===== src/hdl/i2cme_pkg.sv =====
// ---------------------------------------------------------------------------
// i2cme_pkg
// Shared types, codes and helper functions of the i2c master byte engine.
// ---------------------------------------------------------------------------
package i2cme_pkg;

  typedef enum logic [2:0] {
    CMD_NONE  = 3'd0,
    CMD_START = 3'd1,
    CMD_STOP  = 3'd2,
    CMD_WRITE = 3'd3,
    CMD_READ  = 3'd4
  } cmd_t;

  localparam logic [15:0] PHASE_TICKS_RESET = 16'd4;
  localparam logic [5:0]  WRITE_END_STEP    = 6'd28;
  localparam logic [5:0]  READ_END_STEP     = 6'd20;
  localparam logic [5:0]  SHORT_END_STEP    = 6'd2;

  // one tick of input
  typedef struct packed {
    logic [2:0] op;
    logic [7:0] tx_byte;
    logic       no_ack_last;
    logic       sda_in;
  } in_t;

  // one tick of result
  typedef struct packed {
    logic       scl_out;
    logic       sda_out;
    logic       sda_drive_en;
    logic       busy_res;
    logic       done_res;
    logic [7:0] rx_byte;
    logic       ack_received;
    logic       cmd_rejected;
  } res_t;

  function automatic logic [5:0] end_step(input cmd_t kind);
    logic [5:0] e;
    case (kind)
      CMD_WRITE: e = WRITE_END_STEP;
      CMD_READ:  e = READ_END_STEP;
      default:   e = SHORT_END_STEP;
    endcase
    return e;
  endfunction

  // remainder by three for bit steps below 24
  function automatic logic [1:0] bit_phase(input logic [5:0] s);
    logic [5:0] r;
    r = s;
    if (r >= 6'd12) r = r - 6'd12;
    if (r >= 6'd6)  r = r - 6'd6;
    if (r >= 6'd3)  r = r - 6'd3;
    return r[1:0];
  endfunction

endpackage


===== src/hdl/i2cme_if.sv =====
// ---------------------------------------------------------------------------
// i2cme interfaces
// Valid/ready channels for input ticks, result ticks and configuration.
// ---------------------------------------------------------------------------
interface i2cme_in_if;
  logic       valid;
  logic       ready;
  logic [2:0] op;
  logic [7:0] tx_byte;
  logic       no_ack_last;
  logic       sda_in;

  modport source (output valid, op, tx_byte, no_ack_last, sda_in, input ready);
  modport sink   (input valid, op, tx_byte, no_ack_last, sda_in, output ready);
endinterface

interface i2cme_out_if;
  logic       valid;
  logic       ready;
  logic       scl_out;
  logic       sda_out;
  logic       sda_drive_en;
  logic       busy_res;
  logic       done_res;
  logic [7:0] rx_byte;
  logic       ack_received;
  logic       cmd_rejected;

  modport source (output valid, scl_out, sda_out, sda_drive_en, busy_res, done_res,
                  rx_byte, ack_received, cmd_rejected, input ready);
  modport sink   (input valid, scl_out, sda_out, sda_drive_en, busy_res, done_res,
                  rx_byte, ack_received, cmd_rejected, output ready);
endinterface

interface i2cme_cfg_if;
  logic        valid;
  logic        ready;
  logic [15:0] phase_ticks;

  modport source (output valid, phase_ticks, input ready);
  modport sink   (input valid, phase_ticks, output ready);
endinterface


===== src/hdl/i2cme_core.sv =====
// ---------------------------------------------------------------------------
// i2cme_core
// Sequencer state and the per-tick next-state and result logic.
// ---------------------------------------------------------------------------
module i2cme_core
  import i2cme_pkg::*;
(
  input  logic        clk,
  input  logic        rst,
  input  logic        en,
  input  in_t         tick,
  input  logic [15:0] phase_ticks,
  output res_t        result
);

  typedef struct packed {
    cmd_t        kind;
    logic [5:0]  step;
    logic [15:0] count;
    logic [7:0]  shreg;
    logic        scl;
    logic        sda;
    logic        drv;
    logic        ack;
    logic        nack;
    logic [7:0]  rx_hold;
  } state_t;

  state_t st, st_next;

  logic        op_valid;
  logic        act;
  cmd_t        act_kind;
  logic [5:0]  act_step;
  logic [15:0] load;
  logic        done;
  logic        rej;

  assign op_valid = (tick.op >= 3'd1) && (tick.op <= 3'd4);
  assign load     = (phase_ticks == 16'd0) ? 16'd1 : phase_ticks;

  always_ff @(posedge clk) begin
    if (rst) begin
      st.kind    <= CMD_NONE;
      st.step    <= '0;
      st.count   <= '0;
      st.shreg   <= '0;
      st.scl     <= 1'b1;
      st.sda     <= 1'b1;
      st.drv     <= 1'b1;
      st.ack     <= 1'b0;
      st.nack    <= 1'b0;
      st.rx_hold <= '0;
    end else if (en) begin
      st <= st_next;
    end
  end

  always_comb begin
    st_next  = st;
    done     = 1'b0;
    rej      = 1'b0;
    act      = 1'b0;
    act_kind = st.kind;
    act_step = st.step;

    if (st.kind != CMD_NONE) begin
      rej = op_valid;
      if (st.count > 16'd1) begin
        st_next.count = st.count - 16'd1;
      end else if (st.step >= end_step(st.kind)) begin
        if (st.kind == CMD_READ) st_next.rx_hold = st.shreg;
        st_next.kind  = CMD_NONE;
        st_next.step  = '0;
        st_next.count = '0;
        done          = 1'b1;
      end else begin
        act = 1'b1;
      end
    end else if (op_valid) begin
      act_kind     = cmd_t'(tick.op);
      act_step     = '0;
      act          = 1'b1;
      st_next.kind = act_kind;
      if (act_kind == CMD_WRITE) st_next.shreg = tick.tx_byte;
      if (act_kind == CMD_READ) begin
        st_next.shreg = '0;
        st_next.nack  = tick.no_ack_last;
      end
    end

    if (act) begin
      case (act_kind)
        CMD_START: begin
          if (act_step == 6'd0) st_next.sda = 1'b0;
          else                  st_next.scl = 1'b0;
        end
        CMD_STOP: begin
          if (act_step == 6'd0) st_next.scl = 1'b1;
          else                  st_next.sda = 1'b1;
        end
        CMD_WRITE: begin
          if (act_step < 6'd24) begin
            case (bit_phase(act_step))
              2'd0: st_next.sda = st_next.shreg[7];
              2'd1: st_next.scl = 1'b1;
              default: begin
                st_next.scl   = 1'b0;
                st_next.shreg = {st_next.shreg[6:0], 1'b0};
              end
            endcase
          end else if (act_step == 6'd24) begin
            st_next.drv = 1'b0;
          end else if (act_step == 6'd25) begin
            st_next.scl = 1'b1;
          end else if (act_step == 6'd26) begin
            st_next.ack = ~tick.sda_in;
            st_next.scl = 1'b0;
          end else begin
            st_next.sda = 1'b0;
            st_next.drv = 1'b1;
          end
        end
        default: begin
          // read byte
          if (act_step == 6'd0) begin
            st_next.drv = 1'b0;
          end else if (act_step <= 6'd16) begin
            if (act_step[0]) begin
              st_next.scl = 1'b1;
            end else begin
              st_next.shreg = {st_next.shreg[6:0], tick.sda_in};
              st_next.scl   = 1'b0;
              st_next.sda   = 1'b0;
            end
          end else if (st_next.nack) begin
            if (act_step == 6'd17) begin
              st_next.scl = 1'b1;
            end else if (act_step == 6'd18) begin
              st_next.scl = 1'b0;
              st_next.sda = 1'b0;
            end else begin
              st_next.sda = 1'b0;
              st_next.drv = 1'b1;
            end
          end else begin
            if (act_step == 6'd17) begin
              st_next.sda = 1'b0;
              st_next.drv = 1'b1;
            end else if (act_step == 6'd18) begin
              st_next.scl = 1'b1;
            end else begin
              st_next.scl = 1'b0;
              st_next.sda = 1'b0;
            end
          end
        end
      endcase
      st_next.step  = act_step + 6'd1;
      st_next.count = load;
    end
  end

  always_comb begin
    result.scl_out      = st_next.scl;
    result.sda_out      = st_next.sda;
    result.sda_drive_en = st_next.drv;
    result.busy_res     = (st_next.kind != CMD_NONE);
    result.done_res     = done;
    result.rx_byte      = st_next.rx_hold;
    result.ack_received = st_next.ack;
    result.cmd_rejected = rej;
  end

  // idle engine keeps its step and wait counters cleared
  a_idle_clear: assert property (@(posedge clk) disable iff (rst)
    (st.kind == CMD_NONE) |-> (st.step == 6'd0 && st.count == 16'd0))
    else $error("idle engine with live step or count");

  // a valid command taken while idle starts a sequence
  a_start_seq: assert property (@(posedge clk) disable iff (rst)
    (en && st.kind == CMD_NONE && op_valid) |=> (st.kind != CMD_NONE))
    else $error("command accepted while idle did not start");

  // no tick taken, no sequencer movement
  a_hold: assert property (@(posedge clk) disable iff (rst)
    !en |=> ($stable(st.step) && $stable(st.count) && $stable(st.kind)))
    else $error("sequencer moved without a beat");

endmodule


===== src/hdl/i2cme_unit_top.sv =====
// ---------------------------------------------------------------------------
// i2c_master_byte_engine_unit
// I2C master sequencer: one input beat per bus clock tick, one result beat out.
// ---------------------------------------------------------------------------
// output: result beat is registered, valid the cycle after its beat is accepted
// throughput: one beat per cycle; the result register frees as it is taken,
//   so input ready only drops while a result waits on a stalled sink
// reset (synchronous, rst high): lines high and driven, engine idle,
//   phase_ticks back to 4, result register empty
module i2c_master_byte_engine_unit
  import i2cme_pkg::*;
(
  input  logic        clk,
  input  logic        rst,
  i2cme_in_if.sink    cmd,
  i2cme_out_if.source res,
  i2cme_cfg_if.sink   cfg
);

  // configuration: always ready; write only while engine is idle (unchecked)
  logic [15:0] phase_ticks;

  // result register and its valid flag
  logic res_valid;
  res_t res_q;
  res_t res_d;

  logic accept;
  in_t  tick;

  assign cfg.ready = 1'b1;

  always_ff @(posedge clk) begin
    if (rst) begin
      phase_ticks <= PHASE_TICKS_RESET;
    end else if (cfg.valid) begin
      phase_ticks <= cfg.phase_ticks;
    end
  end

  // take a beat whenever the result slot is empty or being drained
  assign cmd.ready = !res_valid || res.ready;
  assign accept    = cmd.valid && cmd.ready;

  assign tick.op          = cmd.op;
  assign tick.tx_byte     = cmd.tx_byte;
  assign tick.no_ack_last = cmd.no_ack_last;
  assign tick.sda_in      = cmd.sda_in;

  // sequencer state lives in the core; it steps once per accepted beat
  i2cme_core u_core (
    .clk         (clk),
    .rst         (rst),
    .en          (accept),
    .tick        (tick),
    .phase_ticks (phase_ticks),
    .result      (res_d)
  );

  always_ff @(posedge clk) begin
    if (rst) begin
      res_valid <= 1'b0;
    end else if (accept) begin
      res_valid <= 1'b1;
    end else if (res.ready) begin
      res_valid <= 1'b0;
    end
  end

  // payload needs no reset
  always_ff @(posedge clk) begin
    if (accept) begin
      res_q <= res_d;
    end
  end

  assign res.valid        = res_valid;
  assign res.scl_out      = res_q.scl_out;
  assign res.sda_out      = res_q.sda_out;
  assign res.sda_drive_en = res_q.sda_drive_en;
  assign res.busy_res     = res_q.busy_res;
  assign res.done_res     = res_q.done_res;
  assign res.rx_byte      = res_q.rx_byte;
  assign res.ack_received = res_q.ack_received;
  assign res.cmd_rejected = res_q.cmd_rejected;

  // every accepted beat shows up as a result beat next cycle
  a_accept_out: assert property (@(posedge clk) disable iff (rst)
    accept |=> res_valid)
    else $error("accepted beat produced no result");

  // the finishing tick already reports the engine as not busy
  a_done_idle: assert property (@(posedge clk) disable iff (rst)
    (res_valid && res_q.done_res) |-> !res_q.busy_res)
    else $error("done flagged while still busy");

  // a rejected command can only come while a sequence was running
  a_rej_busy: assert property (@(posedge clk) disable iff (rst)
    (accept && res_d.cmd_rejected) |-> (res_d.busy_res || res_d.done_res))
    else $error("rejection outside a running sequence");

endmodule


===== src/flat_wrapper.sv =====
// flat-port wrapper written by rule: the top's interface ports become plain ports
module i2c_master_byte_engine_unit_flat import i2cme_pkg::*;
  (clk, rst, cmd_valid, cmd_op, cmd_tx_byte, cmd_no_ack_last, cmd_sda_in, cmd_ready, res_valid, res_scl_out, res_sda_out, res_sda_drive_en, res_busy_res, res_done_res, res_rx_byte, res_ack_received, res_cmd_rejected, res_ready, cfg_valid, cfg_phase_ticks, cfg_ready);
  i2cme_in_if cmd_i ();
  i2cme_out_if res_i ();
  i2cme_cfg_if cfg_i ();
  input  logic clk;
  input  logic rst;
  input wire logic [$bits(cmd_i.valid)-1:0] cmd_valid;
  input wire logic [$bits(cmd_i.op)-1:0] cmd_op;
  input wire logic [$bits(cmd_i.tx_byte)-1:0] cmd_tx_byte;
  input wire logic [$bits(cmd_i.no_ack_last)-1:0] cmd_no_ack_last;
  input wire logic [$bits(cmd_i.sda_in)-1:0] cmd_sda_in;
  output wire logic [$bits(cmd_i.ready)-1:0] cmd_ready;
  output wire logic [$bits(res_i.valid)-1:0] res_valid;
  output wire logic [$bits(res_i.scl_out)-1:0] res_scl_out;
  output wire logic [$bits(res_i.sda_out)-1:0] res_sda_out;
  output wire logic [$bits(res_i.sda_drive_en)-1:0] res_sda_drive_en;
  output wire logic [$bits(res_i.busy_res)-1:0] res_busy_res;
  output wire logic [$bits(res_i.done_res)-1:0] res_done_res;
  output wire logic [$bits(res_i.rx_byte)-1:0] res_rx_byte;
  output wire logic [$bits(res_i.ack_received)-1:0] res_ack_received;
  output wire logic [$bits(res_i.cmd_rejected)-1:0] res_cmd_rejected;
  input wire logic [$bits(res_i.ready)-1:0] res_ready;
  input wire logic [$bits(cfg_i.valid)-1:0] cfg_valid;
  input wire logic [$bits(cfg_i.phase_ticks)-1:0] cfg_phase_ticks;
  output wire logic [$bits(cfg_i.ready)-1:0] cfg_ready;
  assign cmd_i.valid = cmd_valid;
  assign cmd_i.op = cmd_op;
  assign cmd_i.tx_byte = cmd_tx_byte;
  assign cmd_i.no_ack_last = cmd_no_ack_last;
  assign cmd_i.sda_in = cmd_sda_in;
  assign cmd_ready = cmd_i.ready;
  assign res_valid = res_i.valid;
  assign res_scl_out = res_i.scl_out;
  assign res_sda_out = res_i.sda_out;
  assign res_sda_drive_en = res_i.sda_drive_en;
  assign res_busy_res = res_i.busy_res;
  assign res_done_res = res_i.done_res;
  assign res_rx_byte = res_i.rx_byte;
  assign res_ack_received = res_i.ack_received;
  assign res_cmd_rejected = res_i.cmd_rejected;
  assign res_i.ready = res_ready;
  assign cfg_i.valid = cfg_valid;
  assign cfg_i.phase_ticks = cfg_phase_ticks;
  assign cfg_ready = cfg_i.ready;
  i2c_master_byte_engine_unit u_core (.clk(clk), .rst(rst), .cmd(cmd_i), .res(res_i), .cfg(cfg_i));
endmodule

===== config.mk =====
export PLATFORM = sky130hd
export DESIGN_NAME = i2c_master_byte_engine_unit_flat
export DESIGN_NICKNAME = d
export VERILOG_FILES = /design/src/hdl/i2cme_pkg.sv /design/src/hdl/i2cme_if.sv /design/src/hdl/i2cme_core.sv /design/src/hdl/i2cme_unit_top.sv /design/src/flat_wrapper.sv
export SDC_FILE = /design/constraint.sdc
export NUM_CORES = 1
export LEC_CHECK = 0
export BUFFER_PORTS_ARGS = -buffer_cell sky130_fd_sc_hd__buf_4
export CAP_MARGIN = 15
export CORE_UTILIZATION = 40
export DETAILED_ROUTE_END_ITERATION = 6
export PLACE_DENSITY = 0.62
export SLEW_MARGIN = 10
export SYNTH_ARGS = -nofsm -noshare
export SYNTH_HDL_FRONTEND = slang
export SYNTH_SLANG_ARGS = --single-unit

===== constraint.sdc =====
create_clock -name clk -period 3.67 [get_ports clk]
set_input_delay 0.1835 -clock clk [delete_from_list [all_inputs] [get_ports clk]]
set_output_delay 0.1835 -clock clk [all_outputs]
set_load 0.005 [all_outputs]

==> results of run 1 <==
-- flip-flops by register name, summed over array words and instances (netlist names) --
signal,count
u_core.res.done_res,1
u_core.res.scl_out,1
u_core.res.rx_byte,8
u_core.res.cmd_rejected,1
u_core.res.sda_drive_en,1
u_core.res.busy_res,1
u_core.res.sda_out,1
u_core.res.valid,1
u_core.res.ack_received,1
u_core.phase_ticks,16
u_core.u_core.st,46
-- area by class of cell --
type / instances / area (um^2) / share of cell area
multi-input cells: 479 / 3000 / 0.514
clock inverters: 7 / 95.1 / 0.0163
inverters: 23 / 86.3 / 0.0148
clock buffers: 9 / 225 / 0.0385
flip-flops and latches: 78 / 1710 / 0.293
well taps: 147 / 184 / 0.0315
repair buffers: 72 / 541 / 0.0925
-- synth_stat cells (4+ instances only) --
master	n
buf_2	7
a31oi_1	5
nand3_1	13
nor2b_1	6
inv_1	23
a21o_1	4
nand2b_1	8
mux2_2	11
nor2_1	94
o21ai_0	57
a211oi_1	12
nand4_1	6
a22oi_1	5
nand2_1	44
clkbuf_1	28
a21oi_1	39
or3_1	4
mux2i_1	22
o21ai_1	4
edfxtp_1	15
a221oi_1	11
nor4_1	8
and3_1	4
a32oi_1	4
ha_1	12
o31ai_1	7
and2_1	4
nor3_1	27
dfxtp_1	63
-- cells by family after synthesis --
logic type | Yosys count | synth area share
muxes | 33 | 0.0697
AOI/OAI and AO/OA | 188 | 0.256
DFF | 78 | 0.347
adders and majority gates | 12 | 0.0304
xor gates and xnor gates | 4 | 0.00710
other | 1 | 0.000760
and+or+nand+nor | 241 | 0.238
buffers and inverters | 63 | 0.0512
-- worst paths after layout --
check	start	endpoint	slack, ns
setup / recovery	u_core.u_core.st[44]$_SDFFE_PP0P_	u_core.res.sda_out$_DFFE_PP_	0.24
hold / removal	cfg_phase_ticks[2]	u_core.phase_ticks[2]$_SDFFE_PP1P_	0.04
setup reg to reg	u_core.u_core.st[44]$_SDFFE_PP0P_	u_core.res.sda_out$_DFFE_PP_	0.24
hold reg to reg	u_core.u_core.st[9]$_SDFFE_PP0P_	u_core.u_core.st[9]$_SDFFE_PP0P_	0.46
-- routing by layer --
layer | global-route usage | wire (um) | vias to the layer above
li1 | - | - | 2363
met1 | 0.298 | 6220 | 2302
met2 | 0.365 | 6650 | 215
met3 | 0.0343 | 871 | 21
met4 | 0.0947 | 296 | 0
met5 | 0 | 0 | -
-- where the power goes --
group,internal (mW),switching [mW]
clock,0.598,0.377
sequential,0.946,0.0588
combinational,0.270,0.405
total,1.81,0.841
-- what timing repair did --
item,4_1_cts,5_1_grt
buffers inserted,0,3
resized for setup,0,4
endpoints found under the setup margin,0,13
-- worst max-delay path: stages, from the launching register on --
cell	delay, ns
dfxtp_1	0.41
nor3_4	0.25
nand3_1	0.13
nand2_1	0.14
inv_1	0.10
ha_2	0.28
nand2b_1	0.15
a41o_1	0.17
o21ai_0	0.09
a21oi_1	0.22
ha_1	0.24
a31oi_2	0.08
a2111oi_0	0.42
a211oi_1	0.11
o31ai_1	0.32
nand2_1	0.08
-- through the flow --
stage	instances	cell area [um^2]	util	setup slack, ns
global placement	796	5470	0.456	0.196
detailed placement	796	5470	0.456	0.0167
floorplan	620	4940	-	0.155
global route	815	5840	0.487	0.00295
CTS	812	5790	0.482	0.122
finish	815	5840	0.487	0.244
==> out/results.tsv, run 1 <==
stage	metric	value	unit
place	PortBufs	50	
critical_path	FF-to-FF path depth	15	
routing	Pre-Repair DR Iteration Count	5	
power_and_ir_drop	VDD IR-drop max	0.241	mV
cells_and_area	share of cells above drive strength 1	0.187	
logic_synthesis	largest area contributor in the netlist	dfxtp_1	
routing	DR vias/cell	6.01	
floorplan	DIE AREA	12800	um^2
cells_and_area	Area Growth Syn to Fin	18.4	%
clock_tree	CTS Root Cell	clkbuf_16	
global_route	largest net degree at the start of global routing	66	
logic_synthesis	EDFF count, synth	15	
clock_tree	CTS sink count	78	
logic_synthesis	Main synth FF type	dfxtp_1	
logic_synthesis	top cell type's share of synthesized area	0.255	
timing	final hold vios	0	
logic_synthesis	Cell Area, Synth	4940	um^2
timing	max frequency	292	MHz
logic_synthesis	Area contributors post-synth	dfxtp_1 26%, edfxtp_1 9.1%, nor2_1 7.1%	
global_route	first-pass GRT wire length	22800	um
timing	Slew HR	0.374	
logic_synthesis	syn_area_per_cell	7.96	um^2
power_and_ir_drop	final total power	2.65	mW
global_route	GRT Util Overall	0.225	
floorplan	# IOs	52	
routing	via count	4901	
critical_path	worst-path fanout max	11	
routing	ANT nets after route	0	
worst_hold_path	class of the worst hold path	in -> reg	
global_route	GRT overflow	0	
cells_and_area	fill count	1191	
routing	initial DRC count	429	
clock_tree	CTS tree	done	
critical_path	Worst Setup Path Type	reg -> reg	
floorplan	initial cell density of the core	0.411	
run_status	status	completed	
clock_tree	Worst-path clk slew	0.06	ns
worst_hold_path	Min-Delay Path Depth	2	
routing	routed wire length	14000	um
cells_and_area	most common cell after layout, fill and taps aside	nor2_1	
place	hpwl dp	9950	um
cells_and_area	number of antenna diodes	0	
floorplan	FP Rows	40	
global_route	initial antenna violation count	0	
logic_synthesis	Net Count, Synth	666	
clock_tree	clock buffer depth	2	
timing	RSZ-0062 raised after global routing	no	
timing	Max Slew Vio Count	0	
timing	setup_tns	0	ns
floorplan	Die X-Extent	113	um
logic_synthesis	Seq/Total Area, Yosys	0.347	
power_and_ir_drop	pwr dens	454	nW/um^2
cells_and_area	nets@finish	709	
clock_tree	clk_lat worst skew	0.35	ns
timing	Period minus WS final	3.43	ns
job	Max Cap Viol	0	
timing	Hold Slack	0.0422	ns
timing	final period utilization	0.933	
power_and_ir_drop	P_leak	2.25	nW
timing	Worst Skew	0.00543	ns
timing	setup violators final	0	
clock_tree	Num CTS Buffers	9	
critical_path	Critical Path AT	3.51	ns
logic_synthesis	synth warn	0	
logic_synthesis	share of synthesized registers carrying an async set or reset	0	
timing	worst-margin pin slew	0.931	ns
critical_path	crit end category	flip-flop	
clock_tree	Hold Buf Count CTS	0	
logic_synthesis	Netlist cell types	77	
critical_path	CP Launch Type	flip-flop	
cells_and_area	most frequent cells in the layout	94 x nor2_1, 72 x buf_4, 63 x dfxtp_1, 57 x o21ai_0, 44 x nand2_1	
floorplan	Vert. Die Dim	113	um
global_route	vias in the first global route	4528	
clock_tree	deepest level of the CTS H-tree	3	
place	RD Place Congestion	0.915	
routing	Residual DRC	0	
critical_path	WP data required	3.76	ns
logic_synthesis	Mapped Cells	620	
logic_synthesis	Synth Register Bits	78	
routing	routed len/inst	17.2	um
floorplan	CORE AREA	12000	um^2
Power figures use the tool's default switching activity.
==> inputs of run 2 (changes only) <==
--- a/config.mk
+++ b/config.mk
@@ -10,7 +10,8 @@
 export CORE_UTILIZATION = 40
 export DETAILED_ROUTE_END_ITERATION = 6
 export PLACE_DENSITY = 0.62
-export SLEW_MARGIN = 10
+export SLEW_MARGIN = 5
 export SYNTH_ARGS = -nofsm -noshare
 export SYNTH_HDL_FRONTEND = slang
+export SYNTH_HIERARCHICAL = 1
 export SYNTH_SLANG_ARGS = --single-unit
==> out/results.tsv, run 2 <==
stage	metric	value	unit	change
run_status	status	completed		
global_route	met1 GRT Util	0.281		-0.0170
timing	setup violators final	0		unchanged
critical_path	RR Endpoint	u_core/u_core/st[18]$_SDFFE_PP0P_		
timing	Max Slew Vio Count	0		unchanged
power_and_ir_drop	part of the power in registers	0.398		+0.020
timing	Worst Skew	0.00822	ns	+0.00279 ns
place	placed inst area	5630	um^2	+2.9%
logic_synthesis	Synth top cells by count	86 x nor2_1, 63 x dfxtp_1, 38 x a21oi_1, 31 x mux2i_1, 28 x nand2_1		
cells_and_area	share of cells above drive strength 1	0.228		+0.0410
global_route	Global Route met3 Usage	0.0441		+0.00982
routing	routed wire length	14000	um	-0.41%
routing	Residual DRC	0		unchanged
critical_path	worst-path fanout max	8		-3
logic_synthesis	Mapped Cells	588		-5.2%
power_and_ir_drop	pwr dens	415	nW/um^2	-8.6%
floorplan	# IOs	52		unchanged
power_and_ir_drop	Sw Pwr	806	uW	-4.1%
critical_path	Critical Path AT	3.79	ns	+0.28 ns
cells_and_area	fill count	1196		+0.42%
floorplan	Vert. Die Dim	114	um	+0.54%
critical_path	Worst Setup Path Type	reg -> reg		
timing	max frequency	278	MHz	-4.7%
place	placed insts	789		-0.88%
cells_and_area	max FFs per register	46		unchanged
critical_path	Critical Path Max Stage Delay	0.49	ns	+0.07 ns
logic_synthesis	syn_area_per_cell	8.49	um^2	+6.6%
clock_tree	Num CTS Buffers	9		unchanged
clock_tree	Hold Buf Count CTS	0		unchanged
place	RD Place Congestion	0.902		-1.5%
timing	worst-margin pin slew	0.700	ns	-0.231 ns
critical_path	Worst Setup SP	u_core/u_core/st[44]$_SDFFE_PP0P_		
critical_path	WP data required	3.87	ns	+0.11 ns
power_and_ir_drop	Gate power share	0.276		+0.022
critical_path	Critical Path Sink	u_core/u_core/st[18]$_SDFFE_PP0P_		
critical_path	CP delay by family, top	simple AND/OR/NAND/NOR gates		
critical_path	CP Launch Type	flip-flop		
global_route	first-pass GRT wire length	22700	um	-0.76%
power_and_ir_drop	Pint	1.67	mW	-8.0%
global_route	GRT Util Overall	0.225		about the same
routing	routed len/inst	17.3	um	+0.46%
logic_synthesis	Cell Area, Synth	4990	um^2	+1.1%
logic_synthesis	count leader, synth	nor2_1		
global_route	largest net degree at the start of global routing	64		-3.0%
clock_tree	clk_lat worst skew	0.35	ns	about the same
worst_hold_path	class of the worst hold path	in -> reg		
cells_and_area	fin area	5960	um^2	+1.9%
clock_tree	deepest level of the CTS H-tree	3		unchanged
logic_synthesis	Seq/Total Area, Yosys	0.343		-0.00382
cells_and_area	most frequent cells in the layout	87 x buf_4, 86 x nor2_1, 63 x dfxtp_1, 35 x a21oi_1, 31 x mux2i_1		
cells_and_area	number of antenna diodes	0		unchanged
logic_synthesis	top cell type's share of synthesized area	0.253		-0.00282
logic_synthesis	largest area contributor in the netlist	dfxtp_1		
clock_tree	clock buffer depth	2		unchanged
logic_synthesis	Main synth FF type	dfxtp_1		
routing	Pre-Repair DR Iteration Count	5		unchanged
clock_tree	CTS sink count	78		unchanged
critical_path	WP depth	16		+1
critical_path	Buf/Inv on CP	2		+1
job	Max Cap Viol	0		unchanged
cells_and_area	FF/Latch Area	1710	um^2	unchanged
critical_path	FF-to-FF path depth	16		+1
power_and_ir_drop	Switching Fraction	0.326		+0.00912
routing	initial DRC count	344		-20%
floorplan	DIE AREA	12900	um^2	+1.1%
global_route	vias in the first global route	4457		-1.6%
logic_synthesis	Area contributors post-synth	dfxtp_1 25%, edfxtp_1 9.0%, nor2_1 6.5%		
place	hpwl dp	10000	um	+0.78%
logic_synthesis	Net Count, Synth	634		-4.8%
timing	Slew HR	0.531		+0.157
global_route	initial antenna violation count	0		unchanged
logic_synthesis	Netlist cell types	73		-5.2%
cells_and_area	most flop-heavy register	u_core/u_core/st		
cells_and_area	Multi-input gate area	3030	um^2	+0.79%
power_and_ir_drop	VDD IR-drop max	0.325	mV	+35%
clock_tree	CTS Root Cell	clkbuf_16		
logic_synthesis	synth warn	6		+6
logic_synthesis	EDFF count, synth	15		unchanged
timing	Period minus WS final	3.59	ns	+0.169 ns
critical_path	Slowest cell on crit path	or4b_4		
timing	final hold vios	0		unchanged
cells_and_area	nets@finish	681		-3.9%
power_and_ir_drop	P_leak	2.39	nW	+6.4%
routing	ANT nets after route	0		unchanged
floorplan	CORE AREA	12100	um^2	+0.83%
floorplan	initial cell density of the core	0.412		+0.00115
timing	Hold Slack	0.0642	ns	+0.0220 ns
timing	final period utilization	0.980		+0.0461
power_and_ir_drop	final total power	2.47	mW	-6.8%
logic_synthesis	Synth Register Bits	78		unchanged
power_and_ir_drop	clock power share	0.326		-0.041
clock_tree	Worst-path clk slew	0.06	ns	about the same
critical_path	R2R Setup Slk	0.08	ns	-0.17 ns
global_route	most used routing layer	met2		
clock_tree	CTS tree	done		
place	worst slack, placed	-0.0387	ns	-0.0554 ns
global_route	M2 GR Usage	0.383		+0.0177
floorplan	Die X-Extent	114	um	+0.54%
routing	via count	4673		-4.7%
cells_and_area	non-filler instance count after layout	808		-0.86%
critical_path	reg2reg start	u_core/u_core/st[44]$_SDFFE_PP0P_		
cells_and_area	Area Growth Syn to Fin	19.3	%	
global_route	GRT overflow	0		unchanged
critical_path	crit end category	flip-flop		
timing	RSZ-0062 raised after global routing	yes		
logic_synthesis	share of synthesized registers carrying an async set or reset	0		unchanged
place	PortBufs	50		unchanged
timing	fin worst setup slack	0.0752	ns	-0.169 ns
critical_path	crit path cell chain	or3_4, or3_4, nand2_4, inv_4, ha_4, nand2b_1, or4b_4, nand3_4, ha_4, a221oi_4, a41oi_4, mux2i_4, buf_12, mux2_4, a21oi_2, nor3_1		
routing	DR vias/cell	5.78		-3.8%
cells_and_area	most common cell after layout, fill and taps aside	buf_4		
floorplan	FP Rows	40		unchanged
## run 2: changes by cell type in the layout (fill, tap and decap cells not counted), moves of 6 or more
cell and delta:
a221oi_1 -7, buf_4 +15, inv_1 -6, mux2i_1 +9, nand2_1 -17, nor2_1 -8, o21ai_0 -30, o22ai_1 +7
## run 2: timing repair
action,4_1_cts,5_1_grt
endpoints found under the setup margin,4,10
setup buffers,1,2
gates resized for setup,0,5
## run 2: worst reg2reg max path, delay by kind of cell (launching register included)
kind            cells  cell delay, ns
flops               1            0.31
buf+inv             2            0.20
fa+ha+maj           2            0.31
simple gates        7            1.59
compound gates      3            0.43
mux                 2            0.61
## run 2: kinds of logic (layout without fill, tap and decap cells)
group                      count (synthesis)  count (layout)  share of synthesized area
adders and majority gates                 12              12                     0.0301
xor gates and xnor gates                   7               7                     0.0123
buffers and inverters                     70             122                     0.0752
DFF                                       78              78                      0.343
and+or+nand+nor                          214             214                      0.215
muxes                                     43              43                     0.0937
other                                      1               1                   0.000751
AOI/OAI and AO/OA                        163             163                      0.231
## run 2: worst min path at each step
stage	start	slack (ns)	end	cells after the start
after global placement	cfg_phase_ticks[2]	0.41	u_core/phase_ticks[2]$_SDFFE_PP1P_	2
after floorplan	cmd_sda_in	0.30	u_core/u_core/st[9]$_SDFFE_PP0P_	1
after detailed placement	cfg_phase_ticks[2]	0.41	u_core/phase_ticks[2]$_SDFFE_PP1P_	2
after CTS	cfg_phase_ticks[2]	0.05	u_core/phase_ticks[2]$_SDFFE_PP1P_	2
after global routing	cfg_phase_ticks[2]	0.07	u_core/phase_ticks[2]$_SDFFE_PP1P_	2
final	cfg_phase_ticks[2]	0.06	u_core/phase_ticks[2]$_SDFFE_PP1P_	2
## run 2: power by group through the flow
stage	registers, mW	logic, mW	clock network (mW)
after floorplan	0.991	0.478	0
after global placement	1.00	0.661	0
after detailed placement	1.00	0.671	0
after CTS	0.984	0.674	0.830
after global routing	0.993	0.755	0.854
final	0.985	0.683	0.806
## run 2: metal layers
metal / wire length, um / vias up
met2: 6720 / 146
met5: 0 / -
met1: 6220 / 2221
met3: 730 / 27
li1: - / 2279
met4: 307 / 0
## run 2: final cells by class
type / instances / area share
multi-input combinational: 440 / 0.508
sequential: 78 / 0.287
timing repair buffer: 88 / 0.113
clock buffer: 10 / 0.0384
tap: 168 / 0.0353
inverter: 18 / 0.0118
clock inverter: 6 / 0.00651
## run 2: stage by stage
stage | utilization | setup TNS [ns]
after floorplan | - | -1.52
after global routing | 0.492 | -0.0846
after detailed placement | 0.465 | -0.0918
final | 0.492 | 0
after global placement | 0.465 | 0
after CTS | 0.489 | 0
